--- config.mk ---
export PLATFORM = sky130hd
export DESIGN_NAME = vap_norm
export DESIGN_NICKNAME = d
export VERILOG_FILES = /design/src/sv/vap_pkg.sv /design/src/sv/vap_norm.sv
export SDC_FILE = /design/constraint.sdc
export NUM_CORES = 1
export LEC_CHECK = 0
export ABC_CLOCK_PERIOD_IN_PS = 6450
export BUFFER_PORTS_ARGS = -buffer_cell sky130_fd_sc_hd__buf_2
export CORE_MARGIN = 2
export CORE_UTILIZATION = 25
export CTS_BUF_LIST = sky130_fd_sc_hd__clkbuf_8
export CTS_CLUSTER_DIAMETER = 100
export DETAILED_ROUTE_END_ITERATION = 8
export GPL_TIMING_DRIVEN = 0
export HOLD_SLACK_MARGIN = 0.15
export PLACE_DENSITY = 0.36
export SLEW_MARGIN = 20
export SYNTH_ARGS = -nofsm -noshare
export SYNTH_HDL_FRONTEND = slang
export SYNTH_SLANG_ARGS = --single-unit
--- constraint.sdc ---
create_clock -name clock -period 6.45 [get_ports clock]
set_clock_uncertainty 0.05 [all_clocks]
set_input_delay 1.29 -clock clock [delete_from_list [all_inputs] [get_ports clock]]
set_output_delay 1.29 -clock clock [all_outputs]
set_load 0.03 [all_outputs]
--- src/sv/vap_pkg.sv ---
// Package for the vector angle block: widths, fixed-point constants,
// the CORDIC arctangent table and the structs carried by the pipeline cells.
// No dependencies.
package vap_pkg;

   localparam int COORD_WIDTH_DEF   = 32;
   localparam int CORDIC_STAGES_DEF = 16;

   localparam int NORM_TOP   = 23;
   localparam int NW         = NORM_TOP + 1;   // normalized component, signed
   localparam int PW         = 2 * NW;         // one product, signed
   localparam int SW         = PW + 2;         // sum of three products
   localparam int PROD_SHIFT = 17;
   localparam int DW         = 32;             // dot and cross after the shrink
   localparam int QW         = 64;             // square-root remainder and root
   localparam int SQRT_STEPS = QW / 2;
   localparam int XW         = 36;             // CORDIC x and y
   localparam int ZW         = 34;             // CORDIC angle, Q2.30
   localparam int AW         = 15;             // result angle, Q2.13
   localparam int TW         = 14;             // tolerance register

   localparam logic [AW-1:0] ANG_PI_Q13      = 15'd25736;
   localparam logic [AW-1:0] ANG_HALF_PI_Q13 = 15'd12868;
   localparam logic signed [ZW-1:0] HALF_PI_Q30 = 34'sd1686629713;

   localparam int  CSR_AW      = 3;
   localparam logic CSR_IDX_TOL = 1'b0;

   typedef struct packed {
      logic                 valid;
      logic                 degen;
      logic signed [DW-1:0] dot;
      logic [QW-1:0]        rem;
      logic [QW-1:0]        root;
   } sqrt_state_type;

   typedef struct packed {
      logic                 valid;
      logic                 degen;
      logic signed [XW-1:0] x;
      logic signed [XW-1:0] y;
      logic signed [ZW-1:0] z;
   } cordic_state_type;

   function automatic logic signed [ZW-1:0] atan_q30(input int idx);
      logic signed [ZW-1:0] r;
      begin
         case (idx)
            0:  r = 34'sd843314857;
            1:  r = 34'sd497837830;
            2:  r = 34'sd263043837;
            3:  r = 34'sd133525159;
            4:  r = 34'sd67021687;
            5:  r = 34'sd33543515;
            6:  r = 34'sd16775851;
            7:  r = 34'sd8388437;
            8:  r = 34'sd4194283;
            9:  r = 34'sd2097149;
            10: r = 34'sd1048576;
            11: r = 34'sd524288;
            12: r = 34'sd262144;
            13: r = 34'sd131072;
            14: r = 34'sd65536;
            15: r = 34'sd32768;
            16: r = 34'sd16384;
            17: r = 34'sd8192;
            18: r = 34'sd4096;
            19: r = 34'sd2048;
            20: r = 34'sd1024;
            21: r = 34'sd512;
            22: r = 34'sd256;
            23: r = 34'sd128;
            default: r = '0;
         endcase
         return r;
      end
   endfunction

   // Sign-magnitude right shift of a product sum, truncating toward zero.
   function automatic logic signed [DW-1:0] shrink(input logic signed [SW-1:0] w);
      logic [SW-1:0] mag;
      logic [SW-1:0] m;
      begin
         mag = w[SW-1] ? SW'(-w) : SW'(w);
         m   = mag >> PROD_SHIFT;
         return w[SW-1] ? -$signed(m[DW-1:0]) : $signed(m[DW-1:0]);
      end
   endfunction

endpackage

--- src/sv/vap_norm.sv ---
// Two-stage normalizer: scales one 3D difference vector so that its largest
// magnitude lies in [2^22, 2^23), and flags the zero vector. Uses vap_pkg.
module vap_norm #(
   parameter int CW = 32
) (
   input  logic                          clock,
   input  logic [2:0][CW:0]              comp,
   output logic [2:0][vap_pkg::NW-1:0]   norm,
   output logic                          is_zero
);
   import vap_pkg::*;

   localparam int MW  = CW + 1;
   localparam int LW  = $clog2(MW + 1);
   localparam int XTW = (MW > NW) ? MW : NW;

   logic [2:0][MW-1:0] mag_in, mag_ff;
   logic [2:0]         neg_ff;
   logic [MW-1:0]      any_bits;
   logic [LW-1:0]      lead_in, lead_ff;
   logic               zero_ff;
   logic [2:0][NW-1:0] norm_in;
   logic [2:0][NW-1:0] norm_ff;
   logic               zero2_ff;

   always_comb begin
      for (int i = 0; i < 3; i++) begin
         mag_in[i] = comp[i][MW-1] ? MW'(-$signed(comp[i])) : comp[i];
      end
      // The leading one of the OR of the magnitudes is that of the largest one.
      any_bits = mag_in[0] | mag_in[1] | mag_in[2];
      lead_in  = '0;
      for (int k = 0; k < MW; k++) begin
         if (any_bits[k]) begin
            lead_in = LW'(k);
         end
      end
   end

   always_ff @(posedge clock) begin
      mag_ff  <= mag_in;
      neg_ff  <= {comp[2][MW-1], comp[1][MW-1], comp[0][MW-1]};
      lead_ff <= lead_in;
      zero_ff <= (any_bits == '0);
   end

   always_comb begin
      logic [XTW-1:0] t;
      for (int i = 0; i < 3; i++) begin
         t = XTW'(mag_ff[i]);
         if (lead_ff >= LW'(NORM_TOP - 1)) begin
            t = t >> (lead_ff - LW'(NORM_TOP - 1));
         end else begin
            t = t << (LW'(NORM_TOP - 1) - lead_ff);
         end
         norm_in[i] = neg_ff[i] ? NW'(-$signed({1'b0, t[NW-2:0]}))
                                : {1'b0, t[NW-2:0]};
      end
   end

   always_ff @(posedge clock) begin
      norm_ff  <= norm_in;
      zero2_ff <= zero_ff;
   end

   assign norm    = norm_ff;
   assign is_zero = zero2_ff;

endmodule

After elaboration in Yosys (flattened, before gate mapping):

Cells that the tools add are included.

* add/subtract/negate cells: 8
* order comparisons: 1
* shift operators: 6
* muxes and demuxes: 40
* bitwise operators: 2
* reduce and logical (&&, ||, !) cells: 1

Operators with widths (number)
* 6-bit two-way mux: 30
* 23-bit two-way mux: 6
* 33-bit two-way mux: 3
* 33-bit negator: 3
* 33-bit by 6-bit left shift with 23-bit output: 3
* 33-bit by 6-bit >> shifter with 23-bit output: 3
* 23-bit negator with 24-bit output: 3
* 33-bit bitwise OR: 2
* 33-bit zero test: 1
* 6-bit by 5-bit greater-or-equal comparator with 1-bit output (second input constant): 1
* 5-bit by 6-bit subtractor with 6-bit output (first input constant): 1
* 6-bit by 5-bit subtractor with 6-bit output (second input constant): 1
* 1-bit two-way mux: 1

* flip-flop bits (word level): 182
* bits of input ports: 100
* output and inout bits: 73
* word-level logic and storage cells: 71

Depth between registers and ports, before layout:

* depth in word-level cells: 35
* gate-level depth with buffers: 22
* depth with buffers taken out: 15

Least setup slack after synthesis:

No wires, ideal clock.

* kind: register to register
* start: register lead_ff[0]
* end: register norm_ff, in the netlist norm[47]
* library setup time: 0.125 ns
* data arrival time: 4.895 ns
* required time: 6.275 ns
* setup slack: 1.380 ns
* cell stages (with the launch flop): 20
* buffers on the path: 10
* period minus slack after synthesis: 5.070 ns
* path through: dfxtp_1 > buf_2 > buf_4 > buf_4 > inv_2 > buf_1 > buf_1 > ha_1 > buf_2 > buf_2 > buf_2 > buf_2 > buf_2 > mux4_2 > mux2i_1 > o32a_1 > o311ai_0 > nor4b_1 > nand3b_1 > o41a_1

* word-level cells in the longest chain between the ends: 4
* elaborated cells between the ends (all ways): 7
* classes of those cells: 3 x add/sub; 1 x order compare; 2 x shift; 1 x mux

RTL lines
* start, declared: RTL line vap_norm.sv:20 `logic [LW-1:0] lead_in, lead_ff;`
* start signal, assigned: RTL line vap_norm.sv:43 `lead_ff <= lead_in;`
* 5-bit by 6-bit subtractor with 6-bit output or 6-bit by 5-bit subtractor with 6-bit output (tied branches): RTL line vap_norm.sv:54, vap_norm.sv:52
* 33-bit by 6-bit left shift with 23-bit output or 33-bit by 6-bit >> shifter with 23-bit output (tied branches): RTL line vap_norm.sv:54, vap_norm.sv:52
* 23-bit two-way mux (*): RTL line vap_norm.sv:51 `if (lead_ff >= LW'(NORM_TOP - 1)) begin`
* 23-bit negator with 24-bit output (*): RTL line vap_norm.sv:56 `norm_in[i] = neg_ff[i] ? NW'(-$signed({1'b0, t[NW-2:0]}))`
* end signal, assigned: RTL line vap_norm.sv:62 `norm_ff <= norm_in;`
* end, declared: RTL line vap_norm.sv:23 `logic [2:0][NW-1:0] norm_ff;`

Mark *: on every way between the ends. The rest lies on a longest branch, timed or not.
A chain may end at the register's enable or synchronous reset.

==> impl_metrics.sql <==
INSERT INTO impl_metrics (metric_group, metric, value, unit) VALUES
('timing', 'final_min_period_over_clock_period', '0.996', ''),
('floorplanning', 'placeable_core_region', '70300', 'µm²'),
('power', 'proportion_of_power_drawn_by_flip_flops_and_latches', '0.328', ''),
('clocking', 'cts_setup_buffers', '0', ''),
('place', 'detailedPlace.worstSlack', '-1120', 'ps'),
('timing', 'grt_setup_unrepaired', 'no', ''),
('power', 'power_density_relative_to_cell_area', '220', 'nW/µm²'),
('floorplanning', 'die_width', '271', 'µm'),
('place', 'port_buffers', '171', ''),
('worst_setup_path', 'cp-end-kind', 'flip-flop', ''),
('power', 'intPower', '2.44', 'mW'),
('place', 'routabilityCongestion', '0.978', ''),
('logic_synthesis', 'synth.cell_area', '17800', 'µm²'),
('worst_setup_path', 'start_kind', 'flip-flop', ''),
('grt', 'global_route.overflow_total', '0', ''),
('clocking', 'cts_root_buffer', 'sky130_fd_sc_hd__clkbuf_8', ''),
('logic_synthesis', 'synth_area_leader_cell', 'sky130_fd_sc_hd__dfxtp_1', ''),
('timing', 'setup_violations', '0', ''),
('clocking', 'clk_transition_reported_paths', '110', 'ps'),
('logic_synthesis', 'ys_top_cells_by_count', 'sky130_fd_sc_hd__nand2_1, sky130_fd_sc_hd__dfxtp_1, sky130_fd_sc_hd__mux4_2', ''),
('place', 'dp.final_hpwl', '83.0', 'mm'),
('power', 'ir_drop', '0.163', 'mV'),
('clocking', 'clock_sinks', '182', ''),
('clocking', 'clock_tree.htree_level_count', '4', ''),
('floorplanning', 'rows', '97', ''),
('logic_synthesis', 'syn_nets', '2017', ''),
('run_status', 'run_status', 'finished clean', ''),
('logic_synthesis', 'number_of_synthesized_flops_with_an_enable_pin', '0', ''),
('job', 'max-cap-violations', '0', ''),
('worst_setup_path', 'timing_worst_setup_path_type', 'flip-flop to flip-flop', ''),
('timing', 'clock.fmax', '0.156', 'GHz'),
('grt', 'antenna_found_initial', '2', ''),
('logic_synthesis', 'synth-warning-count', '0', ''),
('detailed_routing', 'drt_iter0_markers', '1952', ''),
('worst_setup_path', 'max_stage_delay', '940', 'ps'),
('worst_setup_path', 'series_of_cell_instances_along_the_critical_path', 'buf_2 -> buf_4 -> buf_4 -> inv_2 -> buf_2 -> buf_2 -> ha_1 -> o21ai_1 -> a211o_1 -> a21oi_1 -> buf_2 -> clkbuf_1 -> a2111oi_0 -> nand4_1 -> and3b_1 -> nand4_1 -> o31ai_1 -> xor2_1', ''),
('timing', 'timing.final.max_slew_violations', '0', ''),
('grt', 'grt_first_pass_wirelength', '139', 'mm'),
('power', 'swShare', '0.456', ''),
('cells_and_area', 'drive_gt1_frac', '0.258', ''),
('grt', 'largest_net_degree_at_the_start_of_global_routing', '18', ''),
('logic_synthesis', 'synth_most_common_cell', 'sky130_fd_sc_hd__nand2_1', ''),
('clocking', 'cts-hold-fix-buffers', '0', ''),
('power', 'clock_power_share', '0.184', ''),
('clocking', 'cts_buffers', '17', ''),
('grt', 'first_global_vias', '17200', ''),
('timing', 'final.setup.worst_slack', '23.3', 'ps'),
('worst_setup_path', 'critPathSlowestCell', 'sky130_fd_sc_hd__a2111oi_0', ''),
('floorplanning', 'initial_core_util', '0.254', ''),
('worst_setup_path', 'arrival', '6880', 'ps'),
('clocking', 'cts_max_path_buffers', '2', ''),
('power', 'power_frac_comb', '0.488', ''),
('timing', 'final_period_minus_worst_setup_slack', '6430', 'ps'),
('clocking', 'clk_latency_worst_skew_pair', '560', 'ps'),
('logic_synthesis', 'avgSynthCellArea', '9.35', 'µm²'),
('floorplanning', 'floorplan.die.height', '271', 'µm'),
('timing', 'finalHoldViolCount', '0', ''),
('cells_and_area', 'postLayoutCoreUtil', '0.290', ''),
('cells_and_area', 'fillers', '7527', ''),
('logic_synthesis', 'asyncSetResetFlopFracSynth', '0', ''),
('cells_and_area', 'num-nets-final', '2210', ''),
('detailed_routing', 'dr_total_vias', '18100', ''),
('clocking', 'cts_tree', 'yes', ''),
('detailed_routing', 'wl_per_cell', '32.4', 'µm'),
('power', 'p_switching', '2.05', 'mW'),
('logic_synthesis', 'synth_cells', '1908', ''),
('cells_and_area', 'syn_to_final_growth', '14.4', '%'),
('power', 'static_leakage', '7.73', 'nW'),
('floorplanning', 'dieArea', '73500', 'µm²'),
('logic_synthesis', 'ys_ff_latch', '182', ''),
('cells_and_area', 'multiInputGateArea', '13000', 'µm²');
==> kinds of logic after synthesis <==
family          after synthesis  share of synthesized area
buf+inv                     239                     0.0700
fa+ha+maj                     9                    0.00632
compound gates              446                      0.187
flops                       182                      0.204
xor+xnor                    161                     0.0795
mux                         317                      0.293
simple gates                554                      0.160
==> routing by layer <==
layer / track usage / vias to the layer above / wire length (µm)
met5: 0 / - / 10
met4: 0.112 / 2 / 4300
met3: 0.0425 / 160 / 6990
met2: 0.419 / 1023 / 45200
met1: 0.357 / 9069 / 42600
li1: - / 7805 / -
==> stage by stage <==
stage               power, mW  hold slack (ps)  std cells  setup TNS [ps]
finish                   4.49              288       3055               0
global route             4.69              295       3055               0
CTS                      4.48              293       3054               0
detailed placement       3.63              266       3022          -25480
global placement         3.64              262       3019          -37480
floorplan                2.78              260       1908               0
==> cell usage in the layout (no fill, tap or decap), types with 23 or more instances in the layout <==
master,n
sky130_fd_sc_hd__xnor2_1,102
sky130_fd_sc_hd__inv_1,83
sky130_fd_sc_hd__a21oi_1,57
sky130_fd_sc_hd__o41ai_1,36
sky130_fd_sc_hd__or3_1,36
sky130_fd_sc_hd__mux2i_1,113
sky130_fd_sc_hd__xor2_1,57
sky130_fd_sc_hd__clkbuf_1,55
sky130_fd_sc_hd__mux4_2,138
sky130_fd_sc_hd__dfxtp_1,182
sky130_fd_sc_hd__mux2_2,50
sky130_fd_sc_hd__buf_2,208
sky130_fd_sc_hd__nand2_1,186
sky130_fd_sc_hd__nand3_1,53
sky130_fd_sc_hd__o31ai_1,44
sky130_fd_sc_hd__nor4_1,23
sky130_fd_sc_hd__o21ai_0,72
sky130_fd_sc_hd__nor3_1,28
sky130_fd_sc_hd__buf_4,30
sky130_fd_sc_hd__a2111oi_0,23
sky130_fd_sc_hd__nor2_1,74
==> what timing repair did <==
| action | 4_1_cts | 5_1_grt |
|---|---|---|
| gates resized for setup | 13 | 8 |
| setup endpoints to repair | 45 | 27 |
| gates cloned | 0 | 0 |
| pin swaps | 0 | 0 |
| hold endpoints to repair | 0 | 0 |
==> worst paths after layout <==
| kind | start | endpoint | slack (ps) | cells after the start |
|---|---|---|---|---|
| setup / recovery | lead_ff[0] | norm[19] | 20 | 18 |
| hold reg to reg | zero_ff | is_zero | 290 | 0 |
| setup reg to reg | lead_ff[0] | norm[19] | 20 | 18 |
| hold / removal | zero_ff | is_zero | 290 | 0 |
==> area by class of cell <==
cell class,instances,share of cell area
multi-input cells,1487,0.639
diodes,1,0.000123
well taps,940,0.0576
clock buffers,17,0.0115
clock inverters,15,0.00822
flip-flops and latches,182,0.179
inverters,84,0.0155
plain buffers,155,0.0467
repair buffers,174,0.0429
==> state kept, by name, indices dropped and copies added, names as in the netlist <==
name,flops
zero_ff,1
norm,72
lead_ff,6
mag_ff,99
neg_ff,3
is_zero,1
==> power groups by stage <==
| stage | combinational, mW | clock [mW] | sequential [mW] |
|---|---|---|---|
| finish | 2.19 | 0.828 | 1.47 |
| CTS | 2.15 | 0.870 | 1.47 |
| floorplan | 1.13 | 0 | 1.65 |
| global placement | 2.15 | 0 | 1.49 |
| global route | 2.29 | 0.911 | 1.49 |
| detailed placement | 2.13 | 0 | 1.49 |
Note: power is estimated with default switching activity, not from simulation.
